--- src/rtl/rmsm_ram.sv ---
// ----------------------------------------------------------------------------
// rmsm_ram
// Simple dual-port RAM with one write port and one registered read port.
// ----------------------------------------------------------------------------
module rmsm_ram #(
  parameter int unsigned Width = 8,
  parameter int unsigned Depth = 256
) (
  input  logic                     clk_i,
  input  logic                     we_i,
  input  logic [$clog2(Depth)-1:0] waddr_i,
  input  logic [Width-1:0]         wdata_i,
  input  logic [$clog2(Depth)-1:0] raddr_i,
  output logic [Width-1:0]         rdata_o
);

  logic [Width-1:0] mem_q [Depth];
  logic [Width-1:0] rdata_q;

  always_ff @(posedge clk_i) begin
    if (we_i) begin
      mem_q[waddr_i] <= wdata_i;
    end
    rdata_q <= mem_q[raddr_i];
  end

  assign rdata_o = rdata_q;

endmodule

--- config.mk ---
export PLATFORM = sky130hd
export DESIGN_NAME = rmsm_ram
export DESIGN_NICKNAME = d
export VERILOG_FILES = /design/src/rtl/rmsm_ram.sv
export SDC_FILE = /design/constraint.sdc
export NUM_CORES = 2
export LEC_CHECK = 0
export BUFFER_PORTS_ARGS = -buffer_cell sky130_fd_sc_hd__buf_2
export CAP_MARGIN = 0
export CORE_ASPECT_RATIO = 1.5
export CORE_MARGIN = 5
export CORE_UTILIZATION = 40
export CTS_CLUSTER_DIAMETER = 40
export DETAILED_ROUTE_END_ITERATION = 16
export GPL_TIMING_DRIVEN = 0
export MAX_ROUTING_LAYER = met4
export PLACE_DENSITY = 0.59
export REMOVE_ABC_BUFFERS = 1
export SLEW_MARGIN = 15
export SYNTH_ARGS = -nofsm -noshare
export SYNTH_HDL_FRONTEND = slang
export SYNTH_SLANG_ARGS = --single-unit
--- constraint.sdc ---
create_clock -name clk_i -period 8 [get_ports clk_i]
set_clock_uncertainty 0.2 [all_clocks]
set_input_delay 1.6 -clock clk_i [delete_from_list [all_inputs] [get_ports clk_i]]
set_output_delay 1.6 -clock clk_i [all_outputs]
set_load 0.005 [all_outputs]
==> impl_summary.txt <==
----------------------------------------------------
[Min path]
  Hold Path Class ... flop to flop
  Worst Min Path Start ... mem_q[52][0]$_DFFE_PP_
  Hold Crit Endpoint ... rdata_o[0]$_DFF_P_
  Cell depth of the worst min-delay path ... 6

[Floorplan]
  Effective utilization at floorplan ... 40.2%
  CORE AREA ... ~200000 µm²
  Chip Width ... 374 µm
  Die Outline Area ... 208000 µm²
  Site row count ... 200
  Die Height ... roughly 560 µm
  Top-Level Pins ... 34

[Route]
  Detailed Routing Iterations Pass 1 ... 6
  Post-detailed-route wirelength per cell ... 29.4 µm
  Iter 0 DRT Violations ... 3454
  Number of nets still failing antenna checks after routing ... 0
  DRC ... 0
  Count of vias placed by the detailed router ... 37300
  Overall routed net length ... about 190 mm
  Via/cell ratio ... about 5.7

[Pwr]
  Leakage power summed over all cells ... 27.1 nW
  Areal power density over the cells ... between 200 and 250 nW/µm²
  Largest voltage drop on the vdd net ... between 150 and 200 µV

[Worst setup path]
  Setup slack of the worst register-to-register path ... 4.71 ns
  Crit-path max FO ... 90
  Crit path top cell by count ... sky130_fd_sc_hd__buf_16
  Cells traversed along the worst timing path ... buf_12, buf_16, buf_16, buf_16, buf_16, buf_16, mux4_2, nor2b_1, a211oi_1, nor3_1, nor4_1, nor4_1
  Kind of end point of the critical path ... flop
  Critical path buffers and inverters ... 6
  CP required ... roughly 8.4 ns
  Kind of cell adding the most delay to the critical path ... buffers and inverters
  Critical path's slowest cell ... sky130_fd_sc_hd__nor4_1
  Arrival time of data at the critical path endpoint ... 7.19 ns
  Worst reg-to-reg path cell count ... 6
  Category of the critical setup timing path ... input port to flop
  Launch instance of the worst register-to-register path ... mem_q[19][3]$_DFFE_PP_
  Nature of the critical path startpoint ... input port
  Max incr delay on CP ... 1.13 ns
  Critical R2R Capture ... rdata_o[3]$_DFF_P_

[Synthesis]
  Post-synthesis instance total ... 3733
  Post-synth EDFFs ... slightly above 2000
  Share of flip-flops with an asynchronous set or reset after synthesis ... 0%
  Flops & latches, synth ... 2056
  Mapped cell area ... 79600 µm²
  Part of the Yosys area used for sequential elements ... 77.5%
  Distinct cell type count after synthesis ... 55
  YS warnings ... 0
  Avg Cell Area, Syn ... 21.3 µm²
  Dominant synthesized flop cell ... sky130_fd_sc_hd__edfxtp_1

[STA]
  Final worst-path cycle share ... ~84%
  Slew at the pin with the worst max-slew slack ... 1.29 ns
  Count of pins over their slew limit ... 0
  Total count of hold-check failures in the final report ... 0
  Highest Clock Rate ... 148 MHz
  Final setup slack of the worst path ... roughly 1.2 ns
  Accumulated negative setup slack ... 0 ns
  Slew headroom ... 13.5%
  Final setup violation count ... 0
  Final critical delay including setup and external delays ... 6.76 ns
  Setup repair after global routing missed its margin ... false

[Global route]
  Gr usage total ... 18.8%
  Busiest layer in global routing ... met2
  Global routing met3 resource utilization ... 2.21%
  Routing usage on met1 ... 22.7%
  Number of antenna violations at the first check in global routing ... 11
  Global routing met2 resource utilization ... 32.8%
  Remaining Overflow, GRT ... 0
  Global-route wire length before repair ... 278 mm
  Via count of the first global-routing pass ... 38700
  Pin count of the biggest net entering global routing ... approximately 140

[Finish]
  Filler Cells Inserted ... 16400
  Area occupied by multi-input gates ... about 17000 µm²
  Signed area change from the synthesized netlist to the final layout ... 12.2%
  Register area ... 61700 µm²
  Share of layout cells above drive strength 1 ... 22.0%
  Fin util ... 45.1%
  Final Net Count ... 3816

[Placement]
  Final RePlAce weighted congestion ... 0.784
  Worst setup timing slack at the placement stage ... 0.0189 ns
  Count of input and output buffers ... 33
  Half-perimeter wire length after detailed placement ... 121 mm

[CTS]
  Clock tree from TritonCTS ... done
  Root cell of the clock tree ... sky130_fd_sc_hd__clkbuf_16
  Clock latency reported for the late side of the worst-skew pair ... 0.82 ns
  Buffers inserted during post-CTS setup optimization ... 0
  # hold bufs at CTS ... 0
  Post_cts resized ... 0
  CTS H-tree depth ... 4
  Buffer levels on the longest clock path ... 4
  Reg clk slew, reported paths ... 0.07 ns
  Number of buffers added by the clock tree synthesis step ... 187
  Clock net sink count ... 2056

[Flow run]
  Max Cap Viol ... 0

[Run status]
  Outcome ... finished, final reports clean

----------------------------------------------------
area by class of cell:
| cell class | instances | area share (%) |
|---|---|---|
| inverter | 2 | 0.00981 |
| clock inverter | 108 | 1.21 |
| tap | 2626 | 3.68 |
| timing repair buffer | 101 | 1.95 |
| antenna | 5 | 0.0140 |
| clock buffer | 221 | 5.48 |
| multi-input combinational | 1442 | 18.6 |
| sequential | 2056 | 69.1 |
synth_stat cells, types with 2 or more instances:
library cell                instances  share of area [%]
sky130_fd_sc_hd__nand2b_1           8              0.063
sky130_fd_sc_hd__o21ai_0           10              0.063
sky130_fd_sc_hd__a2111oi_1          2              0.025
sky130_fd_sc_hd__a221oi_1          13               0.14
sky130_fd_sc_hd__clkbuf_1         111               0.52
sky130_fd_sc_hd__and3b_1            2              0.022
sky130_fd_sc_hd__edfxtp_1        2048                 77
sky130_fd_sc_hd__o211ai_1          10              0.094
sky130_fd_sc_hd__a311oi_1           2              0.022
sky130_fd_sc_hd__nand2_1           33               0.16
sky130_fd_sc_hd__o22ai_1           28               0.22
sky130_fd_sc_hd__buf_4             27               0.25
sky130_fd_sc_hd__dfxtp_1            8               0.20
sky130_fd_sc_hd__o221ai_1          46               0.51
sky130_fd_sc_hd__nor3_1            22               0.14
sky130_fd_sc_hd__buf_1             22               0.10
sky130_fd_sc_hd__mux4_1             2              0.066
sky130_fd_sc_hd__nand4_1           10              0.079
sky130_fd_sc_hd__buf_8             13               0.25
sky130_fd_sc_hd__a22o_1             8              0.088
sky130_fd_sc_hd__buf_6             21               0.30
sky130_fd_sc_hd__o32ai_1            4              0.044
sky130_fd_sc_hd__mux4_2           454                 13
sky130_fd_sc_hd__a21oi_1           96               0.60
sky130_fd_sc_hd__a22oi_1          133                1.3
sky130_fd_sc_hd__a31oi_1            2              0.016
sky130_fd_sc_hd__nand3_1           34               0.21
sky130_fd_sc_hd__nor4_1            24               0.19
sky130_fd_sc_hd__o21ai_1            2              0.013
sky130_fd_sc_hd__and2_1             6              0.047
sky130_fd_sc_hd__mux2i_1          134                1.7
sky130_fd_sc_hd__o22a_1             5              0.055
sky130_fd_sc_hd__nor4_2             3              0.047
sky130_fd_sc_hd__a211oi_1          16               0.15
sky130_fd_sc_hd__buf_2             31               0.20
sky130_fd_sc_hd__nor2b_1           31               0.24
sky130_fd_sc_hd__buf_12             8               0.20
sky130_fd_sc_hd__a2111oi_0          2              0.022
sky130_fd_sc_hd__or2_2              4              0.031
sky130_fd_sc_hd__nor2_1           282                1.3
sky130_fd_sc_hd__nand3b_1           2              0.019
cell usage in the layout (no fill, tap or decap), types with 13 or more instances in the layout:
master and instances:
sky130_fd_sc_hd__mux4_2 454, sky130_fd_sc_hd__nand2_1 31, sky130_fd_sc_hd__mux2i_1 134, sky130_fd_sc_hd__nor4_2 13, sky130_fd_sc_hd__a22oi_1 133, sky130_fd_sc_hd__nor2b_1 28, sky130_fd_sc_hd__buf_16 39, sky130_fd_sc_hd__bufinv_16 20
sky130_fd_sc_hd__o22ai_1 28, sky130_fd_sc_hd__nor4_1 14, sky130_fd_sc_hd__buf_2 22, sky130_fd_sc_hd__clkbuf_1 30, sky130_fd_sc_hd__clkinv_2 30, sky130_fd_sc_hd__edfxtp_1 2048, sky130_fd_sc_hd__nor3_1 22, sky130_fd_sc_hd__nand3_1 25
sky130_fd_sc_hd__a211oi_1 16, sky130_fd_sc_hd__clkbuf_16 191, sky130_fd_sc_hd__a21oi_1 96, sky130_fd_sc_hd__a221oi_1 13, sky130_fd_sc_hd__clkinv_1 36, sky130_fd_sc_hd__buf_8 13, sky130_fd_sc_hd__nor2_1 279, sky130_fd_sc_hd__o221ai_1 46
power by group:
part / internal (mW) / switching (mW)
combinational: 0.378 / 0.698
sequential: 11.9 / 0.0107
clock: 5.02 / 3.87
sequential cells by signal, indices dropped and copies added (netlist names):
name and cells:
rdata_o 8, mem_q 2048
metrics by stage:
stage / instance area (µm²) / instances / hold slack, ns / power (mW)
after floorplan: 78100 / 3500 / 0.563 / 12.5
final: 89300 / 6561 / 0.796 / 21.8
after CTS: 89300 / 6556 / 0.794 / 22.0
after global placement: 81600 / 6159 / 0.777 / 13.5
after detailed placement: 83300 / 6227 / 0.775 / 13.2
after global routing: 89300 / 6561 / 0.903 / 22.5
worst reg2reg max path, stage by stage (launching register included):
cell                       delay [ns]
sky130_fd_sc_hd__edfxtp_1        0.37
sky130_fd_sc_hd__mux4_2          0.50
sky130_fd_sc_hd__a22o_1          0.19
sky130_fd_sc_hd__a221oi_1        0.55
sky130_fd_sc_hd__o221ai_1        0.42
sky130_fd_sc_hd__a211oi_1        0.68
sky130_fd_sc_hd__nor4_1          0.22
worst max-delay path by stage:
stage | startpoint | slack, ns | end | depth (start not counted)
2_1_floorplan | raddr_i[2] | 3.79 | rdata_o[6]$_DFF_P_ | 6
3_3_place_gp | raddr_i[0] | -14.58 | rdata_o[6]$_DFF_P_ | 7
3_5_place_dp | raddr_i[0] | 0.02 | rdata_o[1]$_DFF_P_ | 12
4_1_cts | raddr_i[0] | 0.87 | rdata_o[1]$_DFF_P_ | 12
5_1_grt | raddr_i[0] | 0.74 | rdata_o[1]$_DFF_P_ | 12
6_report | raddr_i[0] | 1.24 | rdata_o[4]$_DFF_P_ | 12
metal layers:
metal | share of wire, % | vias up
met5 | 0 | -
met2 | 53 | 1217
met1 | 38 | 19900
met4 | 4.1 | 0
met3 | 5.1 | 345
li1 | - | 15800
cells by family (layout without fill, tap and decap cells):
logic type             count (synthesis)  after routing  synth area share (%)
buffers and inverters                235            432                  1.83
DFF                                 2056           2056                  77.5
and+or+nand+nor                      466            466                  2.63
muxes                                591            591                  14.6
AOI/OAI and AO/OA                    385            385                  3.42
other                                  0              5                     0
Power figures use the tool's default switching activity.
